==> config.mk <==
export PLATFORM = sky130hd
export DESIGN_NAME = tli_front
export DESIGN_NICKNAME = d
export VERILOG_FILES = /design/src/tli_pkg.sv /design/src/tli_front.sv
export SDC_FILE = /design/constraint.sdc
export NUM_CORES = 1
export LEC_CHECK = 0
export ABC_CLOCK_PERIOD_IN_PS = 6100
export BUFFER_PORTS_ARGS = -buffer_cell sky130_fd_sc_hd__buf_4
export CORE_MARGIN = 3
export CORE_UTILIZATION = 43
export CTS_CLUSTER_DIAMETER = 200
export DETAILED_ROUTE_END_ITERATION = 10
export GPL_TIMING_DRIVEN = 0
export PLACE_DENSITY = 0.75
export SLEW_MARGIN = 10
export SYNTH_ARGS = -nofsm -noshare
export SYNTH_HDL_FRONTEND = slang
export SYNTH_SLANG_ARGS = --single-unit
==> constraint.sdc <==
create_clock -name clk -period 6.1 [get_ports clk]
set_input_delay 0.915 -clock clk [delete_from_list [all_inputs] [get_ports clk]]
set_output_delay 0.915 -clock clk [all_outputs]
set_load 0.01 [all_outputs]
==> src/tli_pkg.sv <==
// ----------------------------------------------------------------------------
// tli_pkg: shared types and constants
// Operation codes and the beat carried from the front end to the back end.
// ----------------------------------------------------------------------------
package tli_pkg;

    localparam logic OP_LOAD  = 1'b0;
    localparam logic OP_QUERY = 1'b1;

    localparam int IDX_W = 8;
    localparam int DAT_W = 32;

    // One classified item in the queue between front and back end
    typedef struct packed {
        logic              op;
        logic [IDX_W-1:0]  index;
        logic [DAT_W-1:0]  arg;
        logic [DAT_W-1:0]  value;
    } item_t;

endpackage

==> src/tli_front.sv <==
// ----------------------------------------------------------------------------
// tli_front: input unpacking and item queue
// Accepts stream beats, decodes the fields and holds them in a short queue.
// ----------------------------------------------------------------------------
module tli_front #(
    parameter int QUEUE_DEPTH = 2
) (
    input  logic                 clk,
    input  logic                 rst_n,
    input  logic                 in_valid,
    output logic                 in_ready,
    input  logic [111:0]         in_data,
    output logic                 q_valid,
    input  logic                 q_ready,
    output tli_pkg::item_t       q_item
);

    localparam int PW = (QUEUE_DEPTH > 1) ? $clog2(QUEUE_DEPTH) : 1;

    tli_pkg::item_t        mem_reg [QUEUE_DEPTH];
    logic [PW-1:0]         wr_reg, wr_next, rd_reg, rd_next;
    logic [PW:0]           cnt_reg, cnt_next;
    tli_pkg::item_t        din;
    logic                  push, pop;

    // Classify: queries carry query_arg in the arg slot
    always_comb
    begin
        din.op    = in_data[0];
        din.index = in_data[8:1];
        din.value = in_data[72:41];
        if (in_data[0] == tli_pkg::OP_QUERY)
            din.arg = in_data[104:73];
        else
            din.arg = in_data[40:9];
    end

    assign in_ready = (cnt_reg != (PW+1)'(QUEUE_DEPTH));
    assign push     = in_valid && in_ready;
    assign q_valid  = (cnt_reg != '0);
    assign pop      = q_valid && q_ready;
    assign q_item   = mem_reg[rd_reg];

    // Advance pointers
    always_comb
    begin
        wr_next  = push ? ((wr_reg == PW'(QUEUE_DEPTH-1)) ? '0 : wr_reg + 1'b1) : wr_reg;
        rd_next  = pop  ? ((rd_reg == PW'(QUEUE_DEPTH-1)) ? '0 : rd_reg + 1'b1) : rd_reg;
        cnt_next = cnt_reg + (PW+1)'(push) - (PW+1)'(pop);
    end

    always_ff @(posedge clk or negedge rst_n)
    begin
        if (!rst_n)
        begin
            wr_reg  <= '0;
            rd_reg  <= '0;
            cnt_reg <= '0;
        end
        else
        begin
            wr_reg  <= wr_next;
            rd_reg  <= rd_next;
            cnt_reg <= cnt_next;
        end
    end

    // Store beat
    always_ff @(posedge clk)
    begin
        if (push)
            mem_reg[wr_reg] <= din;
    end

endmodule

==> flow_summary.json, run 1 <==
{
  "async_flop_share": 0.0267,
  "reg2reg_depth": 3,
  "dieArea_mm2": 0.0152,
  "die_w_um": 123,
  "drt_iter0_drc": 174,
  "critPathRequiredTime_ns": 5.18,
  "max_stage_delay_ns": 0.35,
  "dp_hpwl_um": 8020,
  "grt_overflow_total": 0,
  "rsz0062_at_grt": "no",
  "ir_drop_mv": 0.278,
  "cts_sinks": 150,
  "instances_no_fill": 679,
  "cts_root_buf": "clkbuf_16",
  "largest_reg_flops": 146,
  "cp_slowest_cell": "dfrtp_1",
  "synth-seq-area-share": 0.760,
  "n_fill_cell": 999,
  "fp.dieH_um": 123,
  "grt_use_total": 0.150,
  "ctsResizeCount": 0,
  "endpoint_kind": "output pin",
  "core_mm2": 0.0133,
  "fin_worst_skew_ns": 0.00757,
  "reg2reg_slack_ns": 4.26,
  "area_growth_syn_to_layout_pct": 38.2,
  "syn_avg_cell_area_um2": 20.7,
  "antenna_found_initial": 0,
  "initial_core_util": 0.442,
  "pre_cts_slack_ns": 3.83,
  "rows": 42,
  "cts_setup_buffers": 0,
  "report.final.slew_viol_count": 0,
  "finalHoldViolCount": 0,
  "grt_pass1_wl_um": 16900,
  "leakage_nw": 3.12,
  "arrival_ns": 1.62,
  "drt-total-wl_um": 11400,
  "ys_seq_elements": 150,
  "crit_fanout": 10,
  "wire_per_inst_um": 16.7,
  "drc": 0,
  "clk_path_buf_depth": 2,
  "path_delay_family": "buffers and inverters",
  "max_cap_viol_count": 0,
  "path_clk_slew_ns": 0.06,
  "multiInputGateArea_mm2": 0.00131,
  "slew_headroom": 0.633,
  "crit_buf_inv": 3,
  "syn-num-nets": 402,
  "vias": 3282,
  "n_antenna_cell": 0,
  "htree_levels": 4,
  "postRouteAntennaNets": 0,
  "cts_hold_buf": 0,
  "grt_max_degree": 39,
  "clk_latency_ns": 0.40,
  "dp.cells": 647,
  "final_layout_size_suffix_gt1_frac": 0.660,
  "syn_inst": 285,
  "holdCritPathClass": "in -> async",
  "path_cells": "buf_6 -> buf_6 -> mux2_2 -> buf_4",
  "final_net_count": 607,
  "cp-start-kind": "register",
  "post-route-period-util": 0.416,
  "final_cell_mix": "buf_4, edfxtp_1, mux2_2",
  "dr.pass1.iters": 4,
  "cts_buffers": 17,
  "powerDensity_mw_per_mm2": 454,
  "fmax_mhz": 394,
  "cpMostUsedCell": "buf_6",
  "grt_pass1_vias": 3499,
  "ys_warn_count": 0,
  "mostFrequentLayoutCell": "buf_4",
  "fin_crit_ns": 2.54,
  "timing.rr.end": "mem_reg[1][62]$_DFFE_PP_",
  "cts_tree": "done",
  "syn-cell-area_mm2": 0.00590,
  "pin_count": 191,
  "setup_violations": 0,
  "outcome": "completed",
  "synth-edff-count": 146,
  "p_total_mw": 3.70,
  "synth_ff_type": "edfxtp_1",
  "io_buffers": 183,
  "path_class": "reg -> out",
  "worst_slack_ns": 3.56,
  "ys_types": 21,
  "final.setup.tns_ns": 0,
  "routed_via_density": 4.83,
  "routabilityCongestion": 0.721,
  "worstMarginPinSlew_ns": 0.549,
  "r2r-start": "cnt_reg[0]$_DFF_PN0_",
  "place_area_mm2": 0.00756,
  "final_area_mm2": 0.00815,
  "regArea_mm2": 0.00448
}
## worst max path at each step
stage,startpoint,to,slack [ns],cells after the start
after detailed placement,in_valid,mem_reg[1][8]$_DFFE_PP_,3.83,3
after global placement,in_valid,mem_reg[0][12]$_DFFE_PP_,-0.18,3
after floorplan,in_valid,mem_reg[0][0]$_DFFE_PP_,1.56,2
after global routing,rd_reg$_DFFE_PN0P_,q_item[71],3.47,4
final,rd_reg$_DFFE_PN0P_,q_item[31],3.56,4
after CTS,rd_reg$_DFFE_PN0P_,q_item[38],3.53,4
## cells in the mapped netlist (2+ instances only)
cell type | number | area (µm²)
mux2_2 | 103 | 1160
mux2_1 | 2 | 22.5
nor2_1 | 3 | 11.3
xnor2_1 | 3 | 26.3
nand2_1 | 2 | 7.51
buf_4 | 3 | 22.5
dfrtp_1 | 4 | 100
buf_6 | 7 | 78.8
edfxtp_1 | 146 | 4380
## power by group
group          internal (mW)  switching, mW
sequential              1.41         0.0585
combinational          0.647          0.563
clock                  0.638          0.382
## routing by layer
layer,wire [µm],vias to the layer above,global-route usage,part of all wire
met1,4540,1609,0.179,0.40
met2,5860,118,0.252,0.51
li1,-,1540,-,-
met4,201,0,0.0616,0.018
met3,774,15,0.0467,0.068
met5,0,-,0,0
## worst register-to-register path: stages, from the launching register on
cell and delay [ns]:
dfrtp_1 0.43, nand2b_1 0.20, and3_4 0.56, buf_12 0.30
## logic make-up after synthesis
logic type | count (synthesis) | share of synthesized area
mux | 105 | 0.201
fa+ha+maj | 1 | 0.00212
simple gates | 10 | 0.00828
buf+inv | 12 | 0.0189
compound gates | 4 | 0.00530
xor+xnor | 3 | 0.00446
flops | 150 | 0.760
## through the flow
stage / hold slack (ns) / util
after floorplan: 0.460 / -
after global placement: 0.475 / 0.561
after detailed placement: 0.550 / 0.567
after CTS: 0.273 / 0.611
after global routing: 0.273 / 0.611
final: 0.299 / 0.611
## layout make-up
| type | instances | area share |
|---|---|---|
| Timing Repair Buffer | 186 | 0.176 |
| Clock buffer | 18 | 0.0527 |
| Clock inverter | 14 | 0.0192 |
| Buffer | 12 | 0.0137 |
| Tap cell | 176 | 0.0270 |
| Sequential cell | 150 | 0.550 |
| Multi-Input combinational cell | 123 | 0.161 |
(Power assumes the default switching activity.)
==> run 2, diff against run 1 <==
Settings changed: ABC_CLOCK_PERIOD_IN_PS 6100 to 2480.
Clock period 6.1 ns to 2.48 ns, I/O delays scaled along.
==> run 2 against run 1 <==
Net effect:
- clock power grew 140%
- combinational power up 150%
- critical endpoint is now q_item[33]
- critical path type unchanged
- flip-flop and latch count did not move
- first-iteration DRC count down 25%
- utilization fell by 0.094 points
- largest cell class unchanged
- die area unchanged
==> flow_summary.json, run 2 (synthesis results as in run 1) <==
{
  "grt_pass1_wl_um": 16900,
  "routed_via_density": 4.81,
  "clk_latency_ns": 0.41,
  "cts_buffers": 17,
  "cts_root_buf": "clkbuf_16",
  "drc": 0,
  "powerDensity_mw_per_mm2": 1110,
  "regArea_mm2": 0.00448,
  "drt_iter0_drc": 131,
  "core_mm2": 0.0133,
  "n_fill_cell": 1016,
  "path_class": "reg -> out",
  "p_int_mw": 6.54,
  "cts_setup_buffers": 0,
  "slew_headroom": 0.469,
  "fmax_mhz": 501,
  "report.final.slew_viol_count": 0,
  "rows": 42,
  "cpMostUsedCell": "buf_6",
  "worstMarginPinSlew_ns": 0.795,
  "postRouteAntennaNets": 0,
  "n_antenna_cell": 0,
  "wire_per_inst_um": 16.7,
  "io_buffers": 183,
  "clk_path_buf_depth": 2,
  "drt-total-wl_um": 11300,
  "seq_power_share": 0.402,
  "arrival_ns": 1.62,
  "grt_pass1_vias": 3472,
  "leakage_nw": 3.11,
  "max_cap_viol_count": 0,
  "final_area_mm2": 0.00814,
  "fp.dieH_um": 123,
  "ir_drop_mv": 0.672,
  "cts_tree": "done",
  "htree_levels": 4,
  "path_clk_slew_ns": 0.06,
  "mostFrequentLayoutCell": "buf_4",
  "area_growth_syn_to_layout_pct": 38.0,
  "p_switching_mw": 2.47,
  "critPathRequiredTime_ns": 2.11,
  "clock_power_share": 0.268,
  "vias": 3271,
  "final_cell_mix": "buf_4, edfxtp_1, mux2_2",
  "dp_hpwl_um": 8100,
  "fin_crit_ns": 2.00,
  "outcome": "completed",
  "initial_core_util": 0.442,
  "fin_hold_ws_ns": 0.150,
  "largest_reg_flops": 146,
  "place_area_mm2": 0.00756,
  "final_net_count": 608,
  "p_sw_frac": 0.274,
  "die_w_um": 123,
  "crit_fanout": 10,
  "final_layout_size_suffix_gt1_frac": 0.659,
  "post-route-period-util": 0.805,
  "endpoint_kind": "output pin",
  "grt_overflow_total": 0,
  "cp_slowest_cell": "dfrtp_1",
  "holdCritPathClass": "in -> reg",
  "cts_sinks": 150,
  "rsz0062_at_grt": "no",
  "antenna_found_initial": 0,
  "combPwrFrac": 0.330,
  "multiInputGateArea_mm2": 0.00131,
  "cp-start-kind": "register",
  "setup_violations": 0,
  "routabilityCongestion": 0.708,
  "grtUsageMet3": 0.0503,
  "path_cells": "buf_6 -> buf_6 -> mux2_2 -> buf_4",
  "fin_worst_skew_ns": 0.00366,
  "dieArea_mm2": 0.0152,
  "grt_util_met1": 0.165,
  "max_stage_delay_ns": 0.35,
  "grt.busiest_layer": "met2",
  "final.setup.tns_ns": 0,
  "grt_use_total": 0.149,
  "pin_count": 191,
  "finalHoldViolCount": 0,
  "dr.pass1.iters": 4,
  "grt_max_degree": 39,
  "gr-usage-met2": 0.264
}
==> run 2: area by class of cell <==
class,count,share of cell area
clock buffer,18,0.0527
timing repair buffer,187,0.177
buffer,12,0.0137
multi-input combinational,123,0.161
tap,176,0.0271
clock inverter,14,0.0165
sequential,150,0.551
==> run 2: worst paths after layout <==
kind / from / endpoint / slack, ns / cells past startpoint
worst max register to register: cnt_reg[0]$_DFF_PN0_ / mem_reg[0][66]$_DFFE_PP_ / 0.51 / 4
min in group asynchronous: rst_n / rd_reg$_DFFE_PN0P_ / 0.30 / 2
worst min-delay path: in_data[6] / mem_reg[0][69]$_DFFE_PP_ / 0.15 / 1
worst max-delay path: rd_reg$_DFFE_PN0P_ / q_item[33] / 0.48 / 4
max in group asynchronous: rst_n / wr_reg$_DFFE_PN0P_ / 2.07 / 2
worst min register to register: wr_reg$_DFFE_PN0P_ / wr_reg$_DFFE_PN0P_ / 0.59 / 1
==> run 2: worst max-delay path, delay by kind of cell, from the launching register on <==
kind	cells	cell delay [ns]
buffers and inverters	3	0.51
flip-flops	1	0.35
multiplexers	1	0.35
==> run 2: per-layer routing <==
layer | part of all wire | routed length, µm | vias to the layer above
met4 | 0.020 | 227 | 0
met5 | 0 | 0 | -
met1 | 0.37 | 4250 | 1582
met2 | 0.53 | 6000 | 134
met3 | 0.076 | 860 | 20
li1 | - | - | 1535
==> run 2: power by group through the flow <==
stage	registers [mW]	logic, mW	clock network, mW
after floorplan	3.64	1.66	0
after global placement	3.67	2.92	0
after detailed placement	3.68	3.02	0
after CTS	3.63	3.05	2.48
after global routing	3.68	3.21	2.60
final	3.62	2.98	2.41
==> run 2: what timing repair did <==
item / in CTS / in global routing
hold buffers: 1 / 0
gates resized for setup: 0 / 0
setup endpoints to repair: 0 / 0
hold endpoints to repair: 4 / 0
==> run 2: stage by stage <==
stage	instances	setup WS, ns	utilization	total power [mW]
2_1_floorplan	285	0.243	-	5.30
3_3_place_gp	644	-0.274	0.562	6.59
3_5_place_dp	647	0.465	0.567	6.70
4_1_cts	680	0.436	0.610	9.15
5_1_grt	680	0.354	0.610	9.49
6_report	680	0.484	0.610	9.01
